**src/sv/ppp_pkg.sv**
```systemverilog
// ppp_pkg: shared types and constants for the perspective point projection block.
// No dependencies; imported by every module of the block.
`timescale 1ns / 1ps

package ppp_pkg;

	// Quotient bits kept by the divider chain; a larger quotient saturates.
	localparam int Q_W = 50;
	// Width of |clip| * (size << (FRAC_BITS-1)); independent of FRAC_BITS.
	localparam int NUM_W = 79;
	// Width of the final screen sums before clamping.
	localparam int SUM_W = 54;
	// Register count and register indexes of the configuration port.
	localparam int REG_N = 8;
	localparam logic [2:0] REG_VP_SIZE   = 3'd6;
	localparam logic [2:0] REG_VP_ORIGIN = 3'd7;

	// Per-transaction control carried alongside the divider data.
	typedef struct packed {
		logic valid;
		logic visible;
		logic neg_x;
		logic neg_y;
		logic sat_x;
		logic sat_y;
	} ppp_side_t;

endpackage

```
**src/sv/ppp_div_cell.sv**
```systemverilog
// ppp_div_cell: one restoring-division step for the x and y lanes, registered.
// Depends on ppp_pkg.
`timescale 1ns / 1ps

module ppp_div_cell #(
	parameter int MAG_W = 48
) (
	input  logic                         clk,
	input  logic                         arst_n,
	input  logic                         en,
	input  ppp_pkg::ppp_side_t           side_in,
	input  logic [MAG_W-1:0]             div_in,
	input  logic [MAG_W-1:0]             rem_x_in,
	input  logic [MAG_W-1:0]             rem_y_in,
	input  logic [ppp_pkg::Q_W-1:0]      lo_x_in,
	input  logic [ppp_pkg::Q_W-1:0]      lo_y_in,
	input  logic [ppp_pkg::Q_W-1:0]      q_x_in,
	input  logic [ppp_pkg::Q_W-1:0]      q_y_in,
	output ppp_pkg::ppp_side_t           side_q,
	output logic [MAG_W-1:0]             div_q,
	output logic [MAG_W-1:0]             rem_x_q,
	output logic [MAG_W-1:0]             rem_y_q,
	output logic [ppp_pkg::Q_W-1:0]      lo_x_q,
	output logic [ppp_pkg::Q_W-1:0]      lo_y_q,
	output logic [ppp_pkg::Q_W-1:0]      q_x_q,
	output logic [ppp_pkg::Q_W-1:0]      q_y_q
);
	import ppp_pkg::*;

	logic [MAG_W:0] trial_x, trial_y, dext;
	logic           ge_x, ge_y;
	logic [MAG_W:0] diff_x, diff_y;

	always_comb begin
		dext    = {1'b0, div_in};
		trial_x = {rem_x_in, lo_x_in[Q_W-1]};
		trial_y = {rem_y_in, lo_y_in[Q_W-1]};
		ge_x    = trial_x >= dext;
		ge_y    = trial_y >= dext;
		diff_x  = ge_x ? trial_x - dext : trial_x;
		diff_y  = ge_y ? trial_y - dext : trial_y;
	end

	always_ff @(posedge clk or negedge arst_n) begin
		if (!arst_n) begin
			side_q <= '0;
		end else if (en) begin
			side_q <= side_in;
		end
	end

	always_ff @(posedge clk) begin
		if (en) begin
			div_q   <= div_in;
			rem_x_q <= diff_x[MAG_W-1:0];
			rem_y_q <= diff_y[MAG_W-1:0];
			lo_x_q  <= {lo_x_in[Q_W-2:0], 1'b0};
			lo_y_q  <= {lo_y_in[Q_W-2:0], 1'b0};
			q_x_q   <= {q_x_in[Q_W-2:0], ge_x};
			q_y_q   <= {q_y_in[Q_W-2:0], ge_y};
		end
	end

endmodule

```
**config.mk**
```make
export PLATFORM = sky130hd
export DESIGN_NAME = ppp_div_cell
export DESIGN_NICKNAME = d
export VERILOG_FILES = /design/src/sv/ppp_pkg.sv /design/src/sv/ppp_div_cell.sv
export SDC_FILE = /design/constraint.sdc
export NUM_CORES = 1
export LEC_CHECK = 0
export ABC_AREA = 1
export BUFFER_PORTS_ARGS = -buffer_cell sky130_fd_sc_hd__buf_2
export CAP_MARGIN = 0
export CORE_AREA = 2 2 277 279
export CTS_CLUSTER_DIAMETER = 120
export CTS_CLUSTER_SIZE = 16
export DETAILED_ROUTE_END_ITERATION = 7
export DIE_AREA = 0 0 279 281
export GPL_TIMING_DRIVEN = 0
export PLACE_DENSITY_LB_ADDON = 0.05
export SLEW_MARGIN = 20
export SYNTH_ARGS = -nofsm -noshare
export SYNTH_HDL_FRONTEND = slang
export SYNTH_SLANG_ARGS = --single-unit
```
**constraint.sdc**
```tcl
create_clock -name clk -period 0.9 [get_ports clk]
set_clock_uncertainty 0.2 [all_clocks]
set_input_delay 0.27 -clock clk [delete_from_list [all_inputs] [get_ports clk]]
set_output_delay 0.27 -clock clk [all_outputs]
set_load 0.005 [all_outputs]
```
# Yosys cells after proc, flatten, opt, wreduce, memory -nomap -nowiden
# Cells that the tools add are included.
# classes
n_addsub,2
order_cmp,2
n_mux,2
# ops
operator,count
49-bit by 48-bit >= comparator with 1-bit output,2
48-bit 2-to-1 mux,2
48-bit subtractor,2
# word_totals
output_inout_bits,350
input_bits,353
regBits,348
elab_cells,19

# Longest topological paths before layout
# Gate-level depths: netlist of run 1.
# depth
ltp_word,2
depth_mapped,16
mapped_depth_nobuf,16

# Least setup slack after synthesis of run 1
# OpenSTA, ideal clock, no wires.
# synth_timing
kind,input port to flip-flop
startpoint,input port div_in[44]
endpoint,"register rem_x_q[10], data pin"
setup_ns,0.253
setup_slack_ns,-1.311
arrival_ns,1.758
path_stages,14
required_time_ns,0.447
path_buffers,2
path_cell_list,inv_1 -> ha_1 -> nand2_1 -> inv_2 -> a21oi_1 -> nor2_1 -> nor2_1 -> nand2_1 -> a21oi_2 -> nand3_2 -> buf_6 -> buf_8 -> nand2_2 -> nand2_1
# synth_via
elab_chain_cells,2
# synth_rtl
item,line,source
from (decl),ppp_div_cell.sv:12,"input logic [MAG_W-1:0] div_in,"
49-bit by 48-bit >= comparator with 1-bit output,ppp_div_cell.sv:38,ge_x = trial_x >= dext;
48-bit 2-to-1 mux,ppp_div_cell.sv:40,diff_x = ge_x ? trial_x - dext : trial_x;
net diff_x[10],ppp_div_cell.sv:32,"logic [MAG_W:0] diff_x, diff_y;"
to (signal assigned),ppp_div_cell.sv:55,rem_x_q <= diff_x[MAG_W-1:0];
to (decl),ppp_div_cell.sv:21,"output logic [MAG_W-1:0] rem_x_q,"
# The timed path passes the listed nets, and every way through them passes these cells.
# A chain may end at the register's enable or synchronous reset.

# Final worst setup path of run 1
# layout_timing
startpoint,input port div_in[41]
endpoint,"register rem_x_q[46], data pin"
# layout_via
elab_chain_cells,2
elab_cells_between_ends,3
cone_classes,1 x add/sub; 1 x order compare; 1 x mux
# layout_rtl
item,line
48-bit subtractor or 49-bit by 48-bit >= comparator with 1-bit output (tied branches),"ppp_div_cell.sv:40, ppp_div_cell.sv:38"
48-bit 2-to-1 mux *,ppp_div_cell.sv:40
net diff_x[46],ppp_div_cell.sv:32
# The timed path passes the listed nets; every way through them passes the cells marked *.

==> flow_summary.ini, run 1 <==
[outcome]
status = complete, but fails checks
violations = negative hold slack, negative setup slack

[worst_hold_path]
min_path_type = primary input to flop
hp-start = div_in[41]
holdPathEnd = div_q[41]
hold_depth = 1

[synthesis]
synth_cells = 2562
synth_top_area_cell = edfxtp_1
synthTopCellsByArea = edfxtp_1, nand2_1, inv_1
syn-cell-area_sq_mm = 0.0207
syn_area_per_cell_sq_um = 8.08
synth_edf_count = 342
async_flop_share = 0.0172
synth-seq-cells = 348
synth_warnings = 0
synth_top_area_frac = 0.496
synth_seq_area_share = 0.503
yosysMostFrequentCell = nand2_1
synth_ff_type = edfxtp_1
ys_types = 39
synth_common_cells = nand2_1, inv_1, edfxtp_1

[clock_network]
cts_tree = yes
ctsHoldBuffers = 286
clock_sinks = 348
cts-buffers-inserted = 26
clockRootBuffer = clkbuf_16
htree_levels = 1
cts_max_path_buffers = 3
path_clk_slew_ns = 0.08
clk_latency_ns = 0.58

[layout]
final-seq-area_sq_mm = 0.0104
postLayoutCoreUtil = 0.456
nFillCells = 7576
nets = 4182
design_area_sq_mm = 0.0344
drive_gt1_frac = 0.411
multiInputGateArea_sq_mm = 0.0111
syn2layout_area_growth_pct = 66.3

[power]
cellPowerDensity_mw_per_mm2 = 1370
peakVddDrop_mv = 1.29
design_power_total_mw = 47.2
p_leak_nw = 16.4

[setup_path]
rr_startpoint = side_q[4]
worstPathMaxFanout = 7
crit_path_max_incr_delay_ns = 0.39
crit_type = primary input to flop
worst_ep_arrival_time_ns = 2.31
crit_path_start_kind = primary input
end_kind = flop
r2r-end = side_q[4]
reg2reg_depth = 2
critPathBufInv = 4
cp_cell_sequence = buf_8, clkinvlp_4, ha_4, nand2_4, nor2_4, nand4_1, nor3_4, nand3_4, buf_12, buf_8, nand4_1, nand2_4
cp_slowest_cell = ha_4
cpLargestDelayFamily = simple AND/OR/NAND/NOR gates
worst_ep_required_time_ns = 1.03
rrSetupSlack_ns = -0.20

[floorplan]
die_w_um = 279
core_sq_mm = 0.0754
rows = 101
num_io_pins = 703
die-area_sq_mm = 0.0784
die_y_um = 281
start_util = 0.274

[global_route]
grt_use_met1 = 0.282
grt-busiest-layer = met2
grt_overflow = 0
track_usage = 0.222
grt_first_pass_wirelength_um = 130000
grt_util_met3 = 0.0276
grt_use_met2 = 0.404
grt_max_degree = 102
grt_pass1_vias = 20683
antenna_found_initial = 12

[routing]
wire_per_inst_um = 19.9
detail-route-antenna-nets = 0
first_pass_iters = 6
drt_wl_total_um = 94200
vias_per_cell = 4.47
route.detailed.drc = 0
first_iter_violations = 1125
vias = 21084

[sta]
worst_hold_slack_ns = -0.342
hold_viol = 126
fin_tns_setup_ns = -343.38
drv_slew = 0
fin_ws_ns = -1.28
setup_viol = 458
finalCritPeriodShare = 2.42
fin_crit_ns = 2.18
rsz0062_at_grt = yes
maxClockFrequency_mhz = 459

[place]
place_ws_ns = -2.50
hpwl_um = 74700
port-buffer-count = 698
gp_congestion = 0.943
dpl-instance-area_sq_mm = 0.0265

[run]
drv_cap = 0
[how the worst max path moves through the flow]
stage / start / end / slack (ns) / cells past startpoint
final: div_in[41] / rem_x_q[46] / -1.28 / 12
after global routing: div_in[17] / rem_x_q[46] / -1.25 / 19
after CTS: div_in[41] / rem_x_q[46] / -1.25 / 12
after detailed placement: div_in[26] / rem_x_q[46] / -2.50 / 16
after global placement: en / side_q[4] / -6.33 / 3
after floorplan: div_in[20] / rem_x_q[10] / -1.26 / 16
[where the power goes]
part           switching, mW  leakage [nW]  internal, mW  total (mW)
Sequential             0.391          3.41          19.7        20.1
Combinational           8.81          12.7          7.04        15.9
Clock                   5.88         0.344          5.32        11.2
[cells in the final DEF, fill, tap and decap left out, types with 25 or more instances in the layout]
master         netlist  layout
inv_1              483     422
nand2_4              0      61
nand4_1             69      69
dlygate4sd3_1        0     283
nor2_4               0      50
nor2_1             186     101
inv_2               12      36
nor2_2               9      44
nand2_1            990     737
nand3_2              5      45
edfxtp_1           342     342
buf_6                7      25
xor2_1              47      46
nand2_2             15     206
ha_4                 0      80
clkinvlp_4           0      34
buf_2                9     662
clkbuf_16            0      46
buf_4               14     133
a21oi_1             57      44
nand3_1            143      88
[metal layers]
| metal | wire, um | vias up | part of all wire |
|---|---|---|---|
| li1 | - | 10407 | - |
| met1 | 40100 | 10085 | 0.43 |
| met2 | 47700 | 502 | 0.51 |
| met3 | 4540 | 84 | 0.048 |
| met4 | 1740 | 6 | 0.018 |
| met5 | 34 | - | 0.00036 |
[repair_timing]
item / in CTS / in global routing
buffers inserted: 68 / 66
resized for setup: 231 / 505
endpoints found under the setup margin: 727 / 737
endpoints found under the hold margin: 418 / 128
pin swaps: 91 / 184
gates cloned: 3 / 20
[flip-flops by register name, indices dropped and copies added (netlist names)]
register	count
lo_y_q	49
side_q	6
div_q	48
rem_y_q	48
q_y_q	50
q_x_q	50
rem_x_q	48
lo_x_q	49
[worst register-to-register path: stages, from the launching register on]
cell	delay, ns
dfrtp_1	0.39
buf_4	0.14
mux2_4	0.26
[per-stage QoR]
step	hold slack (ns)	instances
finish	-0.342	4721
global route	-0.384	4719
global placement	-0.106	4239
floorplan	-0.226	2563
detailed placement	-0.101	4242
CTS	-0.390	4632
[kinds of logic after synthesis]
group                      after synthesis  synth area share
buffers and inverters                  535             0.103
and+or+nand+nor                       1451             0.290
xor gates and xnor gates                49            0.0207
AOI/OAI and AO/OA                       74            0.0194
DFF                                    348             0.503
adders and majority gates               98            0.0600
muxes                                    6           0.00326
other                                    1          0.000181
[area by class of cell]
cell class	instances	area share
inverters	497	0.0582
plain buffers	34	0.0154
diodes	3	0.000218
clock buffers	34	0.0198
flip-flops and latches	348	0.303
multi-input cells	1680	0.323
clock inverters	3	0.00116
well taps	978	0.0355
repair buffers	1144	0.244
Note: power is estimated with default switching activity, not from simulation.
==> run 2, diff against run 1 <==
--- a/config.mk
+++ b/config.mk
@@ -5,14 +5,13 @@
 export SDC_FILE = /design/constraint.sdc
 export NUM_CORES = 1
 export LEC_CHECK = 0
-export ABC_AREA = 1
 export BUFFER_PORTS_ARGS = -buffer_cell sky130_fd_sc_hd__buf_2
 export CAP_MARGIN = 0
-export CORE_AREA = 2 2 277 279
+export CORE_AREA = 2 2 271 273
 export CTS_CLUSTER_DIAMETER = 120
 export CTS_CLUSTER_SIZE = 16
 export DETAILED_ROUTE_END_ITERATION = 7
-export DIE_AREA = 0 0 279 281
+export DIE_AREA = 0 0 273 275
 export GPL_TIMING_DRIVEN = 0
 export PLACE_DENSITY_LB_ADDON = 0.05
 export SLEW_MARGIN = 20
==> flow_summary.ini, run 2 <==
[outcome]
status = complete, but fails checks
violations = negative hold slack, negative setup slack

[global_route]
grt_max_degree = 99
grt_first_pass_wirelength_um = 112000
grt_overflow = 0
grt_pass1_vias = 16771
antenna_found_initial = 27
track_usage = 0.203

[sta]
fin_ws_ns = -1.93
worst_pin_slew_ns = 0.605
hold_viol = 59
fin_crit_ns = 2.83
drv_slew = 0
finalCritPeriodShare = 3.15
slew_headroom = 0.597
worst_hold_slack_ns = -0.311
rsz0062_at_grt = yes
fin_tns_setup_ns = -457.69
maxClockFrequency_mhz = 353
setup_viol = 615

[synthesis]
synth_ff_type = edfxtp_1
synth_top_area_frac = 0.595
synth_top_area_cell = edfxtp_1
synth_warnings = 0
synth-seq-cells = 348
syn-cell-area_sq_mm = 0.0173
synthTopCellsByArea = edfxtp_1, ha_1, a21oi_1
synth_common_cells = edfxtp_1, nand2_1, a21oi_1
yosysMostFrequentCell = edfxtp_1
synth_cells = 1409
ys_types = 75
synth_edf_count = 342
syn_area_per_cell_sq_um = 12.3
async_flop_share = 0.0172
synth_seq_area_share = 0.604

[place]
dpl-instance-area_sq_mm = 0.0232
port-buffer-count = 698
gp_congestion = 0.821
place_ws_ns = -3.23
hpwl_um = 61200

[routing]
vias = 16171
route.detailed.drc = 0
first_iter_violations = 683
first_pass_iters = 5
drt_wl_total_um = 80500
detail-route-antenna-nets = 0
wire_per_inst_um = 22.5
vias_per_cell = 4.52

[layout]
largest_registers = q_x_q x50, q_y_q x50
nets = 3045
nFillCells = 7020
layout_common_cells = buf_2, edfxtp_1, dlygate4sd3_1
final-seq-area_sq_mm = 0.0104
layout_commonest_cell = buf_2
multiInputGateArea_sq_mm = 0.00911
syn2layout_area_growth_pct = 79.1
design_area_sq_mm = 0.0309
drive_gt1_frac = 0.531

[clock_network]
cts-buffers-inserted = 26
clk_latency_ns = 0.59
path_clk_slew_ns = 0.08
clockRootBuffer = clkbuf_16
clock_sinks = 348
cts_tree = yes
cts_max_path_buffers = 3
htree_levels = 1

[floorplan]
die_y_um = 275
die-area_sq_mm = 0.0751
die_w_um = 273
rows = 99
num_io_pins = 703
start_util = 0.239
core_sq_mm = 0.0723

[setup_path]
worst_ep_required_time_ns = 1.11
worstPathMaxFanout = 4
crit_type = primary input to flop
end_kind = flop
worst_ep_arrival_time_ns = 3.04
crit_path_start_kind = primary input

[run]
drv_cap = 0

[power]
design_power_total_mw = 47.1
peakVddDrop_mv = 1.19
cellPowerDensity_mw_per_mm2 = 1520
p_leak_nw = 12.8

[worst_hold_path]
min_path_type = primary input to flop
run 2: timing repair:
action,in CTS,in global routing
hold endpoints to repair,352,61
endpoints found under the setup margin,615,615
gates cloned,7,4
hold buffers,293,2
buffers inserted,130,44
pin swaps,110,110
resized for setup,409,257
run 2: path summary, 6_finish.rpt:
kind	start	end	slack, ns	depth (start not counted)
worst max-delay path	div_in[0]	rem_x_q[46]	-1.93	13
worst min-delay path	div_in[0]	div_q[0]	-0.31	1
worst max register to register	side_q[4]	side_q[4]	-0.18	2
worst min register to register	side_q[0]	side_q[0]	0.31	1
max in group asynchronous	arst_n	side_q[2]	0.48	2
min in group asynchronous	arst_n	side_q[1]	-0.13	2
run 2: layer usage:
metal | GRT usage | part of all wire
met2 | 0.369 | 0.52
met4 | 0.0664 | 0.031
met1 | 0.232 | 0.39
met5 | 0 | 0.0020
met3 | 0.0516 | 0.062
run 2: area by class of cell:
type,instances,area share
Antenna cell,9,0.000728
Buffer,30,0.0150
Clock buffer,39,0.0226
Clock inverter,4,0.00206
Inverter,75,0.0134
Multi-Input combinational cell,939,0.295
Sequential cell,348,0.337
Tap cell,959,0.0388
Timing Repair Buffer,1174,0.276
run 2: cell families (layout without fill, tap and decap cells):
family / after synthesis / in the layout / share of synthesized area
fa+ha+maj: 98 / 98 / 0.0719
compound gates: 395 / 395 / 0.147
simple gates: 335 / 335 / 0.0887
other cells: 1 / 11 / 0.000217
xor+xnor: 84 / 84 / 0.0426
mux: 25 / 25 / 0.0162
flops: 348 / 348 / 0.604
buf+inv: 123 / 1322 / 0.0292
run 2: critical path, stage by stage:
cell and delay, ns:
buf_12 0.11, ha_4 0.15, fa_2 0.34, nand2b_4 0.16, a211oi_4 0.34, o31ai_4 0.11
o21ai_4 0.23, a21oi_4 0.13, o31ai_4 0.37, o41ai_4 0.14, o21ai_2 0.28, o41ai_2 0.09
a311oi_1 0.30
run 2: metrics by stage:
step | util | instances
floorplan | - | 1410
global placement | 0.320 | 3067
detailed placement | 0.321 | 3071
CTS | 0.412 | 3539
global route | 0.427 | 3574
finish | 0.427 | 3577
run 2: power breakdown:
group          internal [mW]  switching, mW  total [mW]
Combinational           7.56           7.52        15.1
Clock                   5.68           6.12        11.8
Sequential              19.8          0.436        20.2
Total                   33.0           14.1        47.1
