`src/sv/ppp_pkg.sv`:
```
// ppp_pkg: shared types and constants for the perspective point projection block.
// No dependencies; imported by every module of the block.
`timescale 1ns / 1ps

package ppp_pkg;

	// Quotient bits kept by the divider chain; a larger quotient saturates.
	localparam int Q_W = 50;
	// Width of |clip| * (size << (FRAC_BITS-1)); independent of FRAC_BITS.
	localparam int NUM_W = 79;
	// Width of the final screen sums before clamping.
	localparam int SUM_W = 54;
	// Register count and register indexes of the configuration port.
	localparam int REG_N = 8;
	localparam logic [2:0] REG_VP_SIZE   = 3'd6;
	localparam logic [2:0] REG_VP_ORIGIN = 3'd7;

	// Per-transaction control carried alongside the divider data.
	typedef struct packed {
		logic valid;
		logic visible;
		logic neg_x;
		logic neg_y;
		logic sat_x;
		logic sat_y;
	} ppp_side_t;

endpackage

```
`src/sv/ppp_viewport.sv`:
```
// ppp_viewport: adds viewport offsets to the divided terms, clamps, and holds the result.
// Depends on ppp_pkg.
`timescale 1ns / 1ps

module ppp_viewport #(
	parameter int FRAC_BITS = 16
) (
	input  logic                    clk,
	input  logic                    arst_n,
	input  logic                    en,
	input  ppp_pkg::ppp_side_t      side_in,
	input  logic [ppp_pkg::Q_W-1:0] q_x_in,
	input  logic [ppp_pkg::Q_W-1:0] q_y_in,
	input  logic [31:0]             vp_size,
	input  logic [31:0]             vp_origin,
	output logic                    valid_q,
	output logic                    visible_q,
	output logic signed [31:0]      screen_x_q,
	output logic signed [31:0]      screen_y_q
);
	import ppp_pkg::*;

	localparam logic signed [SUM_W-1:0] HALF = SUM_W'(1) <<< (FRAC_BITS - 1);
	localparam logic signed [SUM_W-1:0] SMAX = SUM_W'(32'h7fff_ffff);
	localparam logic signed [SUM_W-1:0] SMIN = -(SUM_W'(1) <<< 31);

	logic signed [SUM_W-1:0] mag_x, mag_y, term_x, term_y;
	logic signed [SUM_W-1:0] base_x, base_y, org_x, org_y, sum_x, sum_y;
	logic signed [31:0]      clamp_x, clamp_y;

	always_comb begin
		mag_x  = side_in.sat_x ? (SUM_W'(1) <<< Q_W) : SUM_W'(q_x_in);
		mag_y  = side_in.sat_y ? (SUM_W'(1) <<< Q_W) : SUM_W'(q_y_in);
		term_x = side_in.neg_x ? -mag_x : mag_x;
		term_y = side_in.neg_y ? -mag_y : mag_y;
		base_x = SUM_W'(vp_size[15:1]) <<< FRAC_BITS;
		base_y = SUM_W'(vp_size[31:17]) <<< FRAC_BITS;
		org_x  = SUM_W'($signed(vp_origin[15:0])) <<< FRAC_BITS;
		org_y  = SUM_W'($signed(vp_origin[31:16])) <<< FRAC_BITS;
		sum_x  = base_x + term_x + HALF + org_x;
		sum_y  = base_y - term_y - HALF + org_y;
		if (sum_x > SMAX)      clamp_x = SMAX[31:0];
		else if (sum_x < SMIN) clamp_x = SMIN[31:0];
		else                   clamp_x = sum_x[31:0];
		if (sum_y > SMAX)      clamp_y = SMAX[31:0];
		else if (sum_y < SMIN) clamp_y = SMIN[31:0];
		else                   clamp_y = sum_y[31:0];
	end

	always_ff @(posedge clk or negedge arst_n) begin
		if (!arst_n) begin
			valid_q <= 1'b0;
		end else if (en) begin
			valid_q <= side_in.valid;
		end
	end

	always_ff @(posedge clk) begin
		if (en) begin
			visible_q  <= side_in.visible;
			screen_x_q <= side_in.visible ? clamp_x : '0;
			screen_y_q <= side_in.visible ? clamp_y : '0;
		end
	end

endmodule

```
`config.mk`:
```
export PLATFORM = sky130hd
export DESIGN_NAME = ppp_viewport
export DESIGN_NICKNAME = d
export VERILOG_FILES = /design/src/sv/ppp_pkg.sv /design/src/sv/ppp_viewport.sv
export SDC_FILE = /design/constraint.sdc
export NUM_CORES = 1
export LEC_CHECK = 0
export BUFFER_PORTS_ARGS = -buffer_cell sky130_fd_sc_hd__buf_4
export CORE_MARGIN = 2
export CORE_UTILIZATION = 40
export CTS_CLUSTER_SIZE = 25
export DETAILED_ROUTE_END_ITERATION = 12
export PLACE_DENSITY = 0.62
export SLEW_MARGIN = 30
export SYNTH_ARGS = -nofsm -noshare
export SYNTH_HDL_FRONTEND = slang
export SYNTH_SLANG_ARGS = --single-unit
```
`constraint.sdc`:
```
create_clock -name clk -period 0.85 [get_ports clk]
set_input_delay 0.0425 -clock clk [delete_from_list [all_inputs] [get_ports clk]]
set_output_delay 0.0425 -clock clk [all_outputs]
set_load 0.1 [all_outputs]
```
# Word-level counts from Yosys, hierarchy flattened
# Index checks and enable logic that the tools add are counted.
dict set report classes {
  n_addsub 8
  n_lt_le_gt_ge 4
  muxes 8
  bitwise 1
  n_reduce_logical 2
}
# cell count
set op_table {}
lappend op_table {{adder 54 x 32 -> 54 bit} 2}
lappend op_table {{greater-than comparator 54 x 32 -> 1 bit, second input constant} 2}
lappend op_table {{less-than comparator 54 x 32 -> 1 bit, second input constant} 2}
lappend op_table {{two-way mux 54 bit} 2}
lappend op_table {{negation 51 -> 54 bit} 2}
lappend op_table {{two-way mux 51 bit} 2}
lappend op_table {{two-way mux 32 bit} 2}
lappend op_table {{two-way mux 31 bit} 2}
lappend op_table {{adder 32 x 54 -> 54 bit} 1}
lappend op_table {{adder 54 x 17 -> 54 bit, second input constant} 1}
lappend op_table {{subtractor 32 x 54 -> 54 bit} 1}
lappend op_table {{subtractor 54 x 17 -> 54 bit, second input constant} 1}
lappend op_table {{OR reduction 2 bit} 2}
lappend op_table {{inverter 1 bit} 1}
dict set report word_totals {
  regBits 66
  in_bits 173
  elab_cells 29
}

# Longest topological paths before layout
# Gate-level depths: netlist of run 1.
dict set report logic_depth {
  ltp_word 9
  depth_mapped 31
  mapped_depth_nobuf 28
}

# Worst setup path after synthesis of run 1
# OpenSTA, ideal clock, no wires.
dict set report synth_path {
  path_type {input to register}
  start {input side_in[1] in the netlist's numbering}
  end {register screen_x_q[31], data pin}
  t_arrival_ns 6.246
  path_slack_ns -5.685
  cell_stages 29
  path_cell_list {clkbuf_1 > clkbuf_1 > clkinv_1 > clkbuf_1 > nand2_1 > ha_1 > o21ai_0 > o21bai_1 > o21bai_1 > o21bai_1 > or2_2 > o21bai_1 > or2_2 > a311oi_1 > ha_1 > ha_1 > a21oi_1 > o21ai_0 > a21oi_1 > o211ai_1 > o21a_1 > o21a_1 > o31a_1 > nor4_1 > nand2b_1 > nor4_1 > a41o_1 > clkbuf_1 > a221oi_1}
}
dict set report synth_via {
  elab_chain_cells 8
  word_cells_on_any_way 10
  cone_classes {4 x add/sub; 2 x order compare; 3 x mux; 1 x reduce/logical}
}
# element line
set synth_lines {}
lappend synth_lines {{start: declaration} ppp_viewport.sv:11} ;# input ppp_pkg::ppp_side_t side_in,
lappend synth_lines {{two-way mux 51 bit (*)} ppp_viewport.sv:32} ;# mag_x = side_in.sat_x ? (SUM_W'(1) <<< Q_W) : SUM_W'(q_x_in);
lappend synth_lines {{negation 51 -> 54 bit} ppp_viewport.sv:34} ;# term_x = side_in.neg_x ? -mag_x : mag_x;
lappend synth_lines {{two-way mux 54 bit (*)} ppp_viewport.sv:34}
lappend synth_lines {{adder 32 x 54 -> 54 bit (*)} ppp_viewport.sv:40} ;# sum_x = base_x + term_x + HALF + org_x;
lappend synth_lines {{adder 54 x 17 -> 54 bit (*)} ppp_viewport.sv:40}
lappend synth_lines {{adder 54 x 32 -> 54 bit (*)} ppp_viewport.sv:40}
lappend synth_lines {{less-than comparator 54 x 32 -> 1 bit or greater-than comparator 54 x 32 -> 1 bit (tied branches)} {ppp_viewport.sv:43, ppp_viewport.sv:42}}
lappend synth_lines {{two-way mux 32 bit or OR reduction 2 bit (tied branches)} n/a}
lappend synth_lines {{end signal: assignment} ppp_viewport.sv:61} ;# screen_x_q <= side_in.visible ? clamp_x : '0;
lappend synth_lines {{end: declaration} ppp_viewport.sv:18} ;# output logic signed [31:0] screen_x_q,
# Every way passes the cells marked *; elsewhere a longest branch is shown, timed or not.
# A chain may end at the register's enable or synchronous reset.

# Worst setup path after layout of run 1
dict set report layout_path {
  start {input q_y_in[4] in the netlist's numbering}
  end {register screen_y_q[17], data pin}
}
dict set report layout_via {
  elab_chain_cells 9
  word_cells_on_any_way 10
  cone_classes {4 x add/sub; 2 x order compare; 4 x mux}
}
# element line
set layout_lines {}
lappend layout_lines {{start: declaration} ppp_viewport.sv:13} ;# input logic [ppp_pkg::Q_W-1:0] q_y_in,
lappend layout_lines {{two-way mux 51 bit (*)} ppp_viewport.sv:33} ;# mag_y = side_in.sat_y ? (SUM_W'(1) <<< Q_W) : SUM_W'(q_y_in);
lappend layout_lines {{negation 51 -> 54 bit} ppp_viewport.sv:35} ;# term_y = side_in.neg_y ? -mag_y : mag_y;
lappend layout_lines {{two-way mux 54 bit (*)} ppp_viewport.sv:35}
lappend layout_lines {{subtractor 32 x 54 -> 54 bit (*)} ppp_viewport.sv:41} ;# sum_y = base_y - term_y - HALF + org_y;
lappend layout_lines {{subtractor 54 x 17 -> 54 bit (*)} ppp_viewport.sv:41}
lappend layout_lines {{adder 54 x 32 -> 54 bit (*)} ppp_viewport.sv:41}
lappend layout_lines {{less-than comparator 54 x 32 -> 1 bit} ppp_viewport.sv:46} ;# else if (sum_y < SMIN) clamp_y = SMIN[31:0];
lappend layout_lines {{two-way mux 32 bit} ppp_viewport.sv:46}
lappend layout_lines {{two-way mux 31 bit (*)} ppp_viewport.sv:45} ;# if (sum_y > SMAX) clamp_y = SMAX[31:0];
lappend layout_lines {{end signal: assignment} ppp_viewport.sv:62} ;# screen_y_q <= side_in.visible ? clamp_y : '0;
lappend layout_lines {{end: declaration} ppp_viewport.sv:19} ;# output logic signed [31:0] screen_y_q
# Marked as above.

==> metrics, run 1 <==
Sequential Power Share=between 10% and 20%; Synth cell types=78; GRT overflow=0; number of remaining DRC errors=0; sequential cell area=1980 um^2; Clk network pwr share=9.3%; Slew Viols, Final=0; FFs w/ async S/R, synth=1.52%; fillcell total=2530; Critical Path RT=1.00 ns; nets=about 2800; antenna viol nets, final=0; num ports=239; CP Capture Type=register; IO buf count=236; Seq cells post-synth=66; CTS buffer count=9; first drt pass iteration count=5; Static Leakage=roughly 10 nW; Clock Skews=0 ns; minimum clock period=6.31 ns; multi-input gate area in the final layout=roughly 12000 um^2; largest net degree at the start of global routing=32; vias in the first global route=15600; DR iter-0 viols=1001; setup TNS=-330.62 ns; Critical Path Fanout Max=8; Routed Wire Length=about 53000 um; commonest non-fill, non-tap cells in the layout=720 x buf_4, 145 x nor2_1, 144 x inv_1, 134 x ha_1, 131 x nand2_1; GRT Total Usage=29.6%; Post-Synthesis Cells=between 1500 and 2000; Tcrit/Tclk final=742%; number of synthesized flops with an enable pin=65; Setup CP Type=in -> reg; RePlAce Congestion=approximately 1; post-synthesis cell area=~13000 um^2; layout cells sized above 1=45.6%; H-tree levels=3; Fin. Hold Viols=0; Hold WC Path Type=in -> async; Bufs on Longest Clock Path=2; top post-synthesis cells by area=ha_1 15%, edfxtp_1 15%, xnor2_1 5.5%; Pwr Density=2090 nW/um^2; antenna cells=0; failing checks=setup timing; area post-placement=19900 um^2; Row Count=66; Layout Utilization=68.7%; maximum vdd drop=2090 uV; syn nets=2038; HPWL Detailed=around 42000 um; PnR worst setup slack=-5.46 ns; cell taking the most area after synthesis=ha_1; Placeable Area=roughly 32000 um^2; Initial Utilization=40.3%; synthesized area per cell=7.77 um^2; Comb power frac=79.1%; Net Switching=22.6 mW; initial antenna violation count=0; Total Power=46.3 mW; status=finished, violations left; Seq/Total Area, Yosys=between 15 and 20%; Max stage delay on crit path=roughly 0.59 ns; Crit-path slowest cell=or4_4; clock root buffer=clkbuf_16; net switching share of the total power=between 40% and 50%; number of setup violations in the final report=131; dpl ws=-5.78 ns; routed len/inst=18.3 um; unrepaired setup endpoints after global routing=yes; Worst Tran Pin Value=0.668 ns; Die Ht=184 um; Area growth syn-to-layout=70.4%; Reg clk slew, reported paths=~0.060 ns; Yosys top cell area share=15.3%; Worst-Skew Late Latency=0.33 ns; Yosys Warn Count=0; via count=15800; TritonCTS clock tree=built; die area=approximately 34000 um^2; Startpoint Class=input port; Internal=~24 mW; WP data arrival=6.46 ns; CTS Sinks=66; commonest non-fill, non-tap cell in the layout=buf_4; Die W=~180 um; global-route wire length before repair=slightly above 80000 um; vias per std cell=5.49; Main synth FF type=edfxtp_1; fmax=158 MHz; post-route design area=22200 um^2; Max-Cap Viols=0; Worst slew margin=55.3%
[cell families (layout without fill, tap and decap cells)]
| family | after synthesis | in the layout | share of synthesized area [%] |
|---|---|---|---|
| AND/OR/NAND/NOR | 555 | 555 | 21.0 |
| AO/OA/AOI/OAI | 483 | 483 | 26.3 |
| buffers and inverters | 224 | 992 | 6.63 |
| adder cells (fa/ha/maj) | 190 | 190 | 20.1 |
| XOR/XNOR | 136 | 136 | 9.15 |
| flip-flops | 66 | 66 | 15.2 |
| multiplexers | 21 | 21 | 1.67 |
[stage by stage]
stage          instances  hold WS, ns
6_report            2885       0.0109
3_3_place_gp        2830       -0.181
3_5_place_dp        2830       -0.182
5_1_grt             2885       0.0157
2_1_floorplan       1675       -0.253
4_1_cts             2866      0.00816
[power groups by stage]
| stage | Combinational (mW) | Clock, mW | Sequential, mW |
|---|---|---|---|
| 2_1_floorplan | 14.3 | 0 | 10.6 |
| 3_3_place_gp | 31.7 | 0 | 5.20 |
| 3_5_place_dp | 32.0 | 0 | 5.21 |
| 4_1_cts | 34.3 | 4.32 | 5.32 |
| 5_1_grt | 39.0 | 4.47 | 5.40 |
| 6_report | 36.6 | 4.33 | 5.37 |
[cell usage after synthesis (all sizes together), types with 15 or more instances]
cell and count:
inv 148, o31ai 56, a31oi 17, o21a 16, a21o 31, xnor2 81, a21oi 110, nor2 156
o21bai 21, edfxtp 65, nand4 21, xor2 55, fa 31, nor4 31, o21ai 90, a31o 28
mux2i 15, nand3 34, ha 159, o41ai 15, nor2b 38, and3 18, or3 18, nor3 40
nand2 137, clkbuf 60
[final timing paths]
| kind | from | to | slack [ns] | depth (start not counted) |
|---|---|---|---|---|
| max | q_y_in[4] | screen_y_q[17] | -5.46 | 27 |
| min | arst_n | valid_q | 0.01 | 2 |
| max reg2reg | valid_q | valid_q | -0.14 | 2 |
| min reg2reg | valid_q | valid_q | 0.69 | 2 |
| max in group asynchronous | arst_n | valid_q | 0.75 | 2 |
| min in group clk | en | screen_x_q[1] | 0.08 | 1 |
[cell type report]
class | instances | area share (%)
tap | 442 | 2.49
multi-input combinational | 1385 | 53.4
inverter | 150 | 2.60
clock buffer | 10 | 1.03
timing repair buffer | 826 | 31.0
sequential | 66 | 8.93
clock inverter | 6 | 0.519
[critical path: cells and delay by family]
| family | cells | cell delay (ns) |
|---|---|---|
| buf+inv | 4 | 0.46 |
| xor+xnor | 1 | 0.21 |
| compound gates | 7 | 1.62 |
| simple gates | 12 | 3.01 |
| fa+ha+maj | 3 | 1.09 |
[routing by layer]
layer	GRT usage [%]	part of all wire, %	vias up
li1	-	-	7666
met1	39.5	44	7548
met2	51.5	48	531
met3	2.05	5.2	96
met4	7.78	2.8	0
met5	0	0	-
[sequential cells by signal, summed over array words and instances, names as in the netlist]
name and count:
screen_x_q 32, screen_y_q 32, visible_q 1, valid_q 1
[repair_timing]
action | CTS | global route
pin swaps | 45 | 84
hold buffers | 2 | 0
setup endpoints to repair | 130 | 131
resized for setup | 164 | 133
endpoints found under the hold margin | 2 | 0
cloned | 5 | 4
buffers inserted | 13 | 21
Power figures use the tool's default switching activity.
==> run 2: changes to the inputs <==
--- a/config.mk
+++ b/config.mk
@@ -5,12 +5,14 @@
 export SDC_FILE = /design/constraint.sdc
 export NUM_CORES = 1
 export LEC_CHECK = 0
+export ABC_AREA = 1
 export BUFFER_PORTS_ARGS = -buffer_cell sky130_fd_sc_hd__buf_4
 export CORE_MARGIN = 2
 export CORE_UTILIZATION = 40
+export CTS_BUF_LIST = sky130_fd_sc_hd__clkbuf_16
 export CTS_CLUSTER_SIZE = 25
 export DETAILED_ROUTE_END_ITERATION = 12
-export PLACE_DENSITY = 0.62
+export PLACE_DENSITY = 0.61
 export SLEW_MARGIN = 30
 export SYNTH_ARGS = -nofsm -noshare
 export SYNTH_HDL_FRONTEND = slang
==> metrics, run 2 <==
vias in the first global route=18200 (was 15600); Fin. Hold Viols=0 (unchanged); fillcell total=2497 (was 2530); Min Hold Slack=0.0215 ns (was 0.0109 ns); largest net degree at the start of global routing=38 (was 32); fmax=195 MHz (was 158 MHz); Pwr Density=2130 nW/um^2 (was 2090 nW/um^2); Area growth syn-to-layout=87.0% (was 70.4%); Main synth FF type=edfxtp_1 (unchanged); Critical Path RT=0.94 ns (was 1.00 ns); Tcrit/Tclk final=604% (was 742%); clock root buffer=clkbuf_16 (unchanged); Routed Wire Length=65300 um (was 52900 um); global-route wire length before repair=94400 um (was 80600 um); Initial Utilization=40.8% (was 40.3%); antenna cells=0 (unchanged); antenna viol nets, final=0 (unchanged); routed len/inst=18.1 um (was 18.3 um); Crit-path slowest cell=fa_1 (was or4_4); cell taking the most area after synthesis=nand2_1 (was ha_1); dpl ws=-4.95 ns (was -5.78 ns); biggest regs=screen_x_q: 32 flops, screen_y_q: 32 flops (unchanged); GRT Total Usage=32.4% (was 29.6%); Worst slew margin=59.3% (was 55.3%); die area=36900 um^2 (was 34000 um^2); RePlAce Congestion=0.984 (was 0.997); Setup CP Type=in -> reg (unchanged); Die W=192 um (was 184 um); Startpoint Class=input port (unchanged); initial antenna violation count=1 (was 0); failing checks=setup timing (unchanged); TritonCTS clock tree=built (unchanged); most frequent cells after synthesis=562 x nand2_1, 371 x inv_1, 273 x nor2_1, 172 x a21oi_1, 159 x ha_1 (was 159 x ha_1, 156 x nor2_1, 148 x inv_1, 137 x nand2_1, 110 x a21oi_1); Total Power=56.3 mW (was 46.3 mW); sequential cell area=1980 um^2 (unchanged); Clock Skews=0 ns (unchanged); Max-Cap Viols=0 (unchanged); GRT overflow=0 (unchanged); Synth cell types=53 (was 78); syn nets=2611 (was 2038); Max stage delay on crit path=0.52 ns (was 0.59 ns); number of setup violations in the final report=131 (unchanged); synthesized area per cell=6.30 um^2 (was 7.77 um^2); Die Ht=192 um (was 184 um); H-tree levels=3 (unchanged); Seq/Total Area, Yosys=14.0% (was 15.2%); Worst-Skew Late Latency=0.33 ns (about the same); Yosys top cell area share=14.9% (was 15.3%); CP Capture Type=register (unchanged); number of synthesized flops with an enable pin=65 (unchanged); DR iter-0 viols=1355 (was 1001); Worst Tran Pin Value=0.606 ns (was 0.668 ns); nets=3518 (was 2801); count leader, synth=nand2_1 (was ha_1); Slew Viols, Final=0 (unchanged); Seq cells post-synth=66 (unchanged); FFs w/ async S/R, synth=1.52% (unchanged); Bufs on Longest Clock Path=2 (unchanged); crit-path most repeated cell=nor2_4; status=finished, violations left (unchanged); minimum clock period=5.13 ns (was 6.31 ns); Static Leakage=12.9 nW (was 10.2 nW); IO buf count=236 (unchanged); HPWL Detailed=47500 um (was 41700 um); commonest non-fill, non-tap cell in the layout=buf_4 (unchanged); CTS Sinks=66 (unchanged); FF-to-FF setup slack=-0.04 ns (was -0.14 ns); PnR worst setup slack=-4.28 ns (was -5.46 ns); top post-synthesis cells by area=nand2_1 15%, ha_1 14%, edfxtp_1 14% (was ha_1 15%, edfxtp_1 15%, xnor2_1 5.5%); commonest non-fill, non-tap cells in the layout=797 x buf_4, 409 x nand2_1, 309 x inv_1, 177 x nor2_1, 117 x a21oi_2 (was 720 x buf_4, 145 x nor2_1, 144 x inv_1, 134 x ha_1, 131 x nand2_1); unrepaired setup endpoints after global routing=yes (unchanged); multi-input gate area in the final layout=14300 um^2 (was 11800 um^2); layout cells sized above 1=52.7% (was 45.6%); WP data arrival=5.22 ns (was 6.46 ns); first drt pass iteration count=7 (was 5); Row Count=68 (was 66); post-synthesis cell area=14200 um^2 (was 13000 um^2); Placeable Area=34700 um^2 (was 32300 um^2); Critical Path Fanout Max=8 (unchanged); number of remaining DRC errors=0 (unchanged); maximum vdd drop=2480 uV (was 2090 uV); Reg clk slew, reported paths=0.05 ns (was 0.06 ns); Yosys Warn Count=0 (unchanged); num ports=239 (unchanged); Hold WC Path Type=in -> async (unchanged); vias per std cell=5.23 (was 5.49); Post-Synthesis Cells=2248 (was 1675); CTS buffer count=9 (unchanged); via count=18900 (was 15800); setup TNS=-276.03 ns (was -330.62 ns)
==> run 2: cell types whose count changed in the layout (fill, tap and decap cells not counted), sizes merged, moves of 38 or more <==
cell	delta
a21oi	+76
nor2b	-38
nand3	+53
buf	+111
nand2	+448
o31ai	-53
nor2	+136
inv	+233
==> run 2: logic make-up after synthesis <==
group | count (synthesis) | synth area share [%]
and+or+nand+nor | 1066 | 32.1
buffers and inverters | 420 | 11.8
AOI/OAI and AO/OA | 357 | 14.4
adders and majority gates | 190 | 18.4
xor gates and xnor gates | 148 | 9.20
DFF | 66 | 14.0
muxes | 1 | 0.0795
==> run 2: per-stage QoR <==
| step | cells | instance area [um^2] | utilization (%) |
|---|---|---|---|
| finish | 3615 | 26500 | 76.3 |
| global route | 3615 | 26500 | 76.3 |
| CTS | 3576 | 24600 | 70.8 |
| detailed placement | 3481 | 21300 | 61.5 |
| global placement | 3481 | 21300 | 61.5 |
| floorplan | 2248 | 14700 | - |
==> run 2: critical path, delay by kind of cell <==
| family | cells | cell delay [ns] |
|---|---|---|
| AO/OA/AOI/OAI | 5 | 0.66 |
| adder cells (fa/ha/maj) | 3 | 1.02 |
| AND/OR/NAND/NOR | 19 | 2.39 |
| XOR/XNOR | 2 | 0.36 |
| buffers and inverters | 8 | 0.76 |
==> run 2: final cells by class <==
cell class,instances,area share (%)
inverters,379,5.52
repair buffers,935,29.8
flip-flops and latches,66,7.47
well taps,455,2.15
repair inverters,2,0.0661
multi-input cells,1762,54.0
clock inverters,7,0.142
clock buffers,9,0.850
==> run 2: power by group <==
group          switching [mW]  internal [mW]
Combinational            27.5           20.6
Sequential              0.400           4.46
Clock                    1.41           1.93
Total                    29.3           27.0
==> run 2: layer usage <==
metal	GRT usage (%)	vias to the layer above	share of wire (%)
li1	-	9079	-
met4	7.78	0	2.5
met2	53.4	771	47
met5	0	-	0
met1	45.1	8919	44
met3	3.44	121	6.8
==> run 2: path summary, 6_finish.rpt <==
| path | start | to | depth (start not counted) |
|---|---|---|---|
| max in group asynchronous | arst_n | valid_q | 2 |
| worst max-delay path | q_x_in[0] | screen_x_q[31] | 37 |
| worst min-delay path | arst_n | valid_q | 2 |
| worst min register to register | valid_q | valid_q | 1 |
| min in group clk | side_in[4] | visible_q | 2 |
| worst max register to register | valid_q | valid_q | 1 |
==> run 2: what timing repair did <==
action	CTS	global route
gates resized for setup	530	398
pin swaps	156	217
endpoints found under the setup margin	131	131
buffers inserted	66	42
hold endpoints to repair	2	0
gates cloned	12	1
hold buffers	2	0
==> run 3: changes to the inputs <==
--- a/config.mk
+++ b/config.mk
@@ -7,12 +7,13 @@
 export LEC_CHECK = 0
 export ABC_AREA = 1
 export BUFFER_PORTS_ARGS = -buffer_cell sky130_fd_sc_hd__buf_4
+export CORE_ASPECT_RATIO = 1.1
 export CORE_MARGIN = 2
-export CORE_UTILIZATION = 40
+export CORE_UTILIZATION = 54
 export CTS_BUF_LIST = sky130_fd_sc_hd__clkbuf_16
 export CTS_CLUSTER_SIZE = 25
 export DETAILED_ROUTE_END_ITERATION = 12
-export PLACE_DENSITY = 0.61
+export PLACE_DENSITY = 0.81
 export SLEW_MARGIN = 30
 export SYNTH_ARGS = -nofsm -noshare
 export SYNTH_HDL_FRONTEND = slang
==> constraint.sdc (replaced) <==
create_clock -name clk -period 4.25 [get_ports clk]
set_input_delay 0.2125 -clock clk [delete_from_list [all_inputs] [get_ports clk]]
set_output_delay 0.2125 -clock clk [all_outputs]
set_load 0.1 [all_outputs]
==> metrics, run 3 <==
status=stopped before the end (was finished, violations left); Stopped at=global routing; Error=[ERROR GRT-0116] Global routing finished with congestion. Check the congestion regions in the DRC Viewer.; Die W=158 um (was 192 um); Post-Synthesis Cells=2248 (unchanged); synthesized area per cell=6.30 um^2 (unchanged); post-synthesis cell area=14200 um^2 (unchanged); Yosys Warn Count=0 (unchanged); HPWL Detailed=53700 um (was 47500 um); Bufs on Longest Clock Path=2 (unchanged); Placed Cells=3341 (was 3481); num ports=239 (unchanged); area post-placement=20900 um^2 (was 21300 um^2); Seq/Total Area, Yosys=14.0% (unchanged); Yosys top cell area share=14.9% (unchanged); number of synthesized flops with an enable pin=65 (unchanged); top post-synthesis cells by area=nand2_1 15%, ha_1 14%, edfxtp_1 14% (unchanged); Row Count=62 (was 68); CTS buffer count=9 (unchanged); most frequent cells after synthesis=562 x nand2_1, 371 x inv_1, 273 x nor2_1, 172 x a21oi_1, 159 x ha_1 (unchanged); clock root buffer=clkbuf_16 (unchanged); vias in the first global route=26800; global-route wire length before repair=around 170000 um; Main synth FF type=edfxtp_1 (unchanged); IO buf count=236 (unchanged); H-tree levels=3 (unchanged); GRT Total Usage=80.0%; Initial Utilization=54.5% (was 40.8%); syn nets=2611 (unchanged); cell taking the most area after synthesis=nand2_1 (unchanged); Seq cells post-synth=66 (unchanged); Die Ht=174 um (was 192 um); FFs w/ async S/R, synth=1.52% (unchanged); Synth cell types=53 (unchanged); GRT overflow=469; count leader, synth=nand2_1 (unchanged); largest net degree at the start of global routing=67; CTS Sinks=66 (unchanged); RePlAce Congestion=1.04 (was 0.984)
[run 3: cell counts after synthesis]
Identical to the previous run, type by type.
[run 3: stage by stage]
stage | TNS (ns) | worst slack, ns | hold slack [ns]
floorplan | -29.33 | -0.532 | -0.0831
global placement | -102.37 | -1.88 | -0.0127
detailed placement | -115.42 | -2.04 | -0.00915
CTS | -47.45 | -0.794 | 0.117
[run 3: timing repair]
action	CTS
gates resized for setup	416
gates cloned	12
hold endpoints to repair	1
hold buffers	1
pin swaps	163
buffers inserted	58
setup endpoints to repair	64
[run 3: layer usage]
layer | GRT usage [%] | overflow
met1 | 76.7 | 3
met2 | 98.6 | 291
met3 | 62.6 | 5
met4 | 84.8 | 168
met5 | 32.8 | 2
[run 3: cell families after synthesis]
family | share of synthesized area (%)
compound gates | 14.4
xor+xnor | 9.20
fa+ha+maj | 18.4
buf+inv | 11.8
flops | 14.0
mux | 0.0795
simple gates | 32.1
==> run 4: changes to the inputs <==
--- a/config.mk
+++ b/config.mk
@@ -7,13 +7,10 @@
 export LEC_CHECK = 0
 export ABC_AREA = 1
 export BUFFER_PORTS_ARGS = -buffer_cell sky130_fd_sc_hd__buf_4
-export CORE_ASPECT_RATIO = 1.1
 export CORE_MARGIN = 2
-export CORE_UTILIZATION = 54
-export CTS_BUF_LIST = sky130_fd_sc_hd__clkbuf_16
-export CTS_CLUSTER_SIZE = 25
+export CORE_UTILIZATION = 40
 export DETAILED_ROUTE_END_ITERATION = 12
-export PLACE_DENSITY = 0.81
+export PLACE_DENSITY_LB_ADDON = 0.15
 export SLEW_MARGIN = 30
 export SYNTH_ARGS = -nofsm -noshare
 export SYNTH_HDL_FRONTEND = slang
==> constraint.sdc (replaced) <==
create_clock -name clk -period 5.5 [get_ports clk]
set_input_delay 0.275 -clock clk [delete_from_list [all_inputs] [get_ports clk]]
set_output_delay 0.275 -clock clk [all_outputs]
set_load 0.1 [all_outputs]
==> metrics, run 4 (synthesized netlist as in run 2, its figures left out) <==
Routed Wire Length=~60000 um; IO buf count=236 (unchanged); CTS Sinks=66 (unchanged); Row Count=68 (was 62); initial antenna violation count=1; unrepaired setup endpoints after global routing=yes; hold endpoint=valid_q; crit-path most repeated cell=inv_1; multi-input gate area in the final layout=about 13000 um^2; largest net degree at the start of global routing=67; TritonCTS clock tree=built; Static Leakage=roughly 11 nW; Critical Path RT=5.67 ns; worst hold stages=2; antenna viol nets, final=0; WP data arrival=5.61 ns; worst hold start=side_in[5]; number of remaining DRC errors=0; Clock Skews=0 ns; Startpoint Class=input port; PnR worst setup slack=0.0593 ns; R2R cell count=1; Bufs on Longest Clock Path=2 (unchanged); H-tree levels=3 (unchanged); number of setup violations in the final report=0; routed len/inst=18.0 um; global-route wire length before repair=88000 um; GRT overflow=0; sequential cell area=about 2000 um^2; commonest non-fill, non-tap cell in the layout=buf_4; CTS buffer count=9 (unchanged); Pwr Density=334 nW/um^2; RR Startpoint=valid_q; Tcrit/Tclk final=98.9%; HPWL Detailed=49400 um (was 53700 um); Worst Tran Pin Value=0.866 ns; status=complete, no violations (was stopped before the end); post-route design area=~23000 um^2; RePlAce Congestion=1.03 (was 1.04); CP Capture Type=register; Placeable Area=34700 um^2; Reg clk slew, reported paths=0.06 ns; dpl ws=-0.592 ns (was -2.04 ns); Max-Cap Viols=0; clock root buffer=clkbuf_16 (unchanged); die area=36900 um^2; Fin. Hold Viols=0; Hold WC Path Type=in -> reg; num ports=239 (unchanged); Max stage delay on crit path=0.53 ns; Slew Viols, Final=0; layout cells sized above 1=42.7%; Worst slew margin=42.3%; Die W=192 um (was 158 um); fmax=approximately 180 MHz; Setup CP Type=in -> reg; r2r endpoint=valid_q; Min Hold Slack=0.178 ns; GRT Max-Usage Layer=met2; biggest regs=screen_x_q: 32 flops, screen_y_q: 32 flops; via count=17600; area post-placement=19500 um^2 (was 20900 um^2); met3 Track Usage GR=2.58%; Layout Utilization=66.2%; Initial Utilization=40.8% (was 54.5%); maximum vdd drop=344 uV; nets=3294; fillcell total=3072; FF-to-FF setup slack=4.76 ns; Total Power=7.68 mW; Die Ht=192 um (was 174 um); DR iter-0 viols=1244; minimum clock period=between 5 and 6 ns; Crit-path slowest cell=fa_1; Critical Path Fanout Max=8; GRT Total Usage=30.6%; first drt pass iteration count=5; Worst-Skew Late Latency=0.33 ns; M1 GR Usage=44.1%; commonest non-fill, non-tap cells in the layout=674 x buf_4, 472 x nand2_1, 338 x inv_1, 188 x nor2_1, 105 x ha_1; Area growth syn-to-layout=62.1%; M2 GR Usage=49.8%; vias per std cell=5.20; vias in the first global route=~17000
run 4: through the flow:
step                      setup TNS, ns  instances
after floorplan                       0       2248
final                                 0       3391
after CTS                             0       3336
after global routing              -8.88       3391
after detailed placement         -30.38       3317
after global placement           -30.26       3317
run 4: layer usage:
| metal | wire (um) | part of all wire (%) | vias to the layer above |
|---|---|---|---|
| li1 | - | - | 8628 |
| met1 | 28200 | 46 | 8254 |
| met2 | 27400 | 45 | 669 |
| met3 | 4270 | 7.0 | 78 |
| met4 | 1390 | 2.3 | 0 |
| met5 | 0 | 0 | - |
run 4: worst max-delay path by stage:
stage / startpoint / endpoint / depth (start not counted)
floorplan: side_in[0] / screen_y_q[5] / 34
global placement: side_in[1] / screen_x_q[3] / 32
detailed placement: side_in[1] / screen_x_q[12] / 32
CTS: side_in[1] / screen_x_q[1] / 40
global route: side_in[1] / screen_x_q[1] / 37
finish: side_in[1] / screen_x_q[16] / 37
run 4: report_power, final:
group          switching (mW)  internal [mW]  leakage (nW)  total [mW]
Clock                   0.223          0.349         0.130       0.571
Sequential             0.0326          0.686         0.639       0.719
Combinational            3.75           2.64          10.4        6.39
run 4: critical path, delay by kind of cell:
kind,cells,cell delay (ns)
AND/OR/NAND/NOR,17,2.02
buffers and inverters,11,1.30
adder cells (fa/ha/maj),2,0.98
AO/OA/AOI/OAI,5,0.68
XOR/XNOR,2,0.37
run 4: layout make-up:
type | instances | area share, %
Multi-Input combinational cell | 1762 | 56.6
Clock inverter | 6 | 0.300
Timing Repair Buffer | 713 | 24.7
Clock buffer | 9 | 0.980
Inverter | 379 | 6.27
Antenna cell | 1 | 0.0109
Tap cell | 455 | 2.48
Sequential cell | 66 | 8.61
run 4: timing repair:
action	in CTS	in global routing
hold buffers	1	0
resized for setup	30	600
cloned	1	10
buffers inserted	2	46
endpoints found under the setup margin	63	64
hold endpoints to repair	1	0
pin swaps	2	220
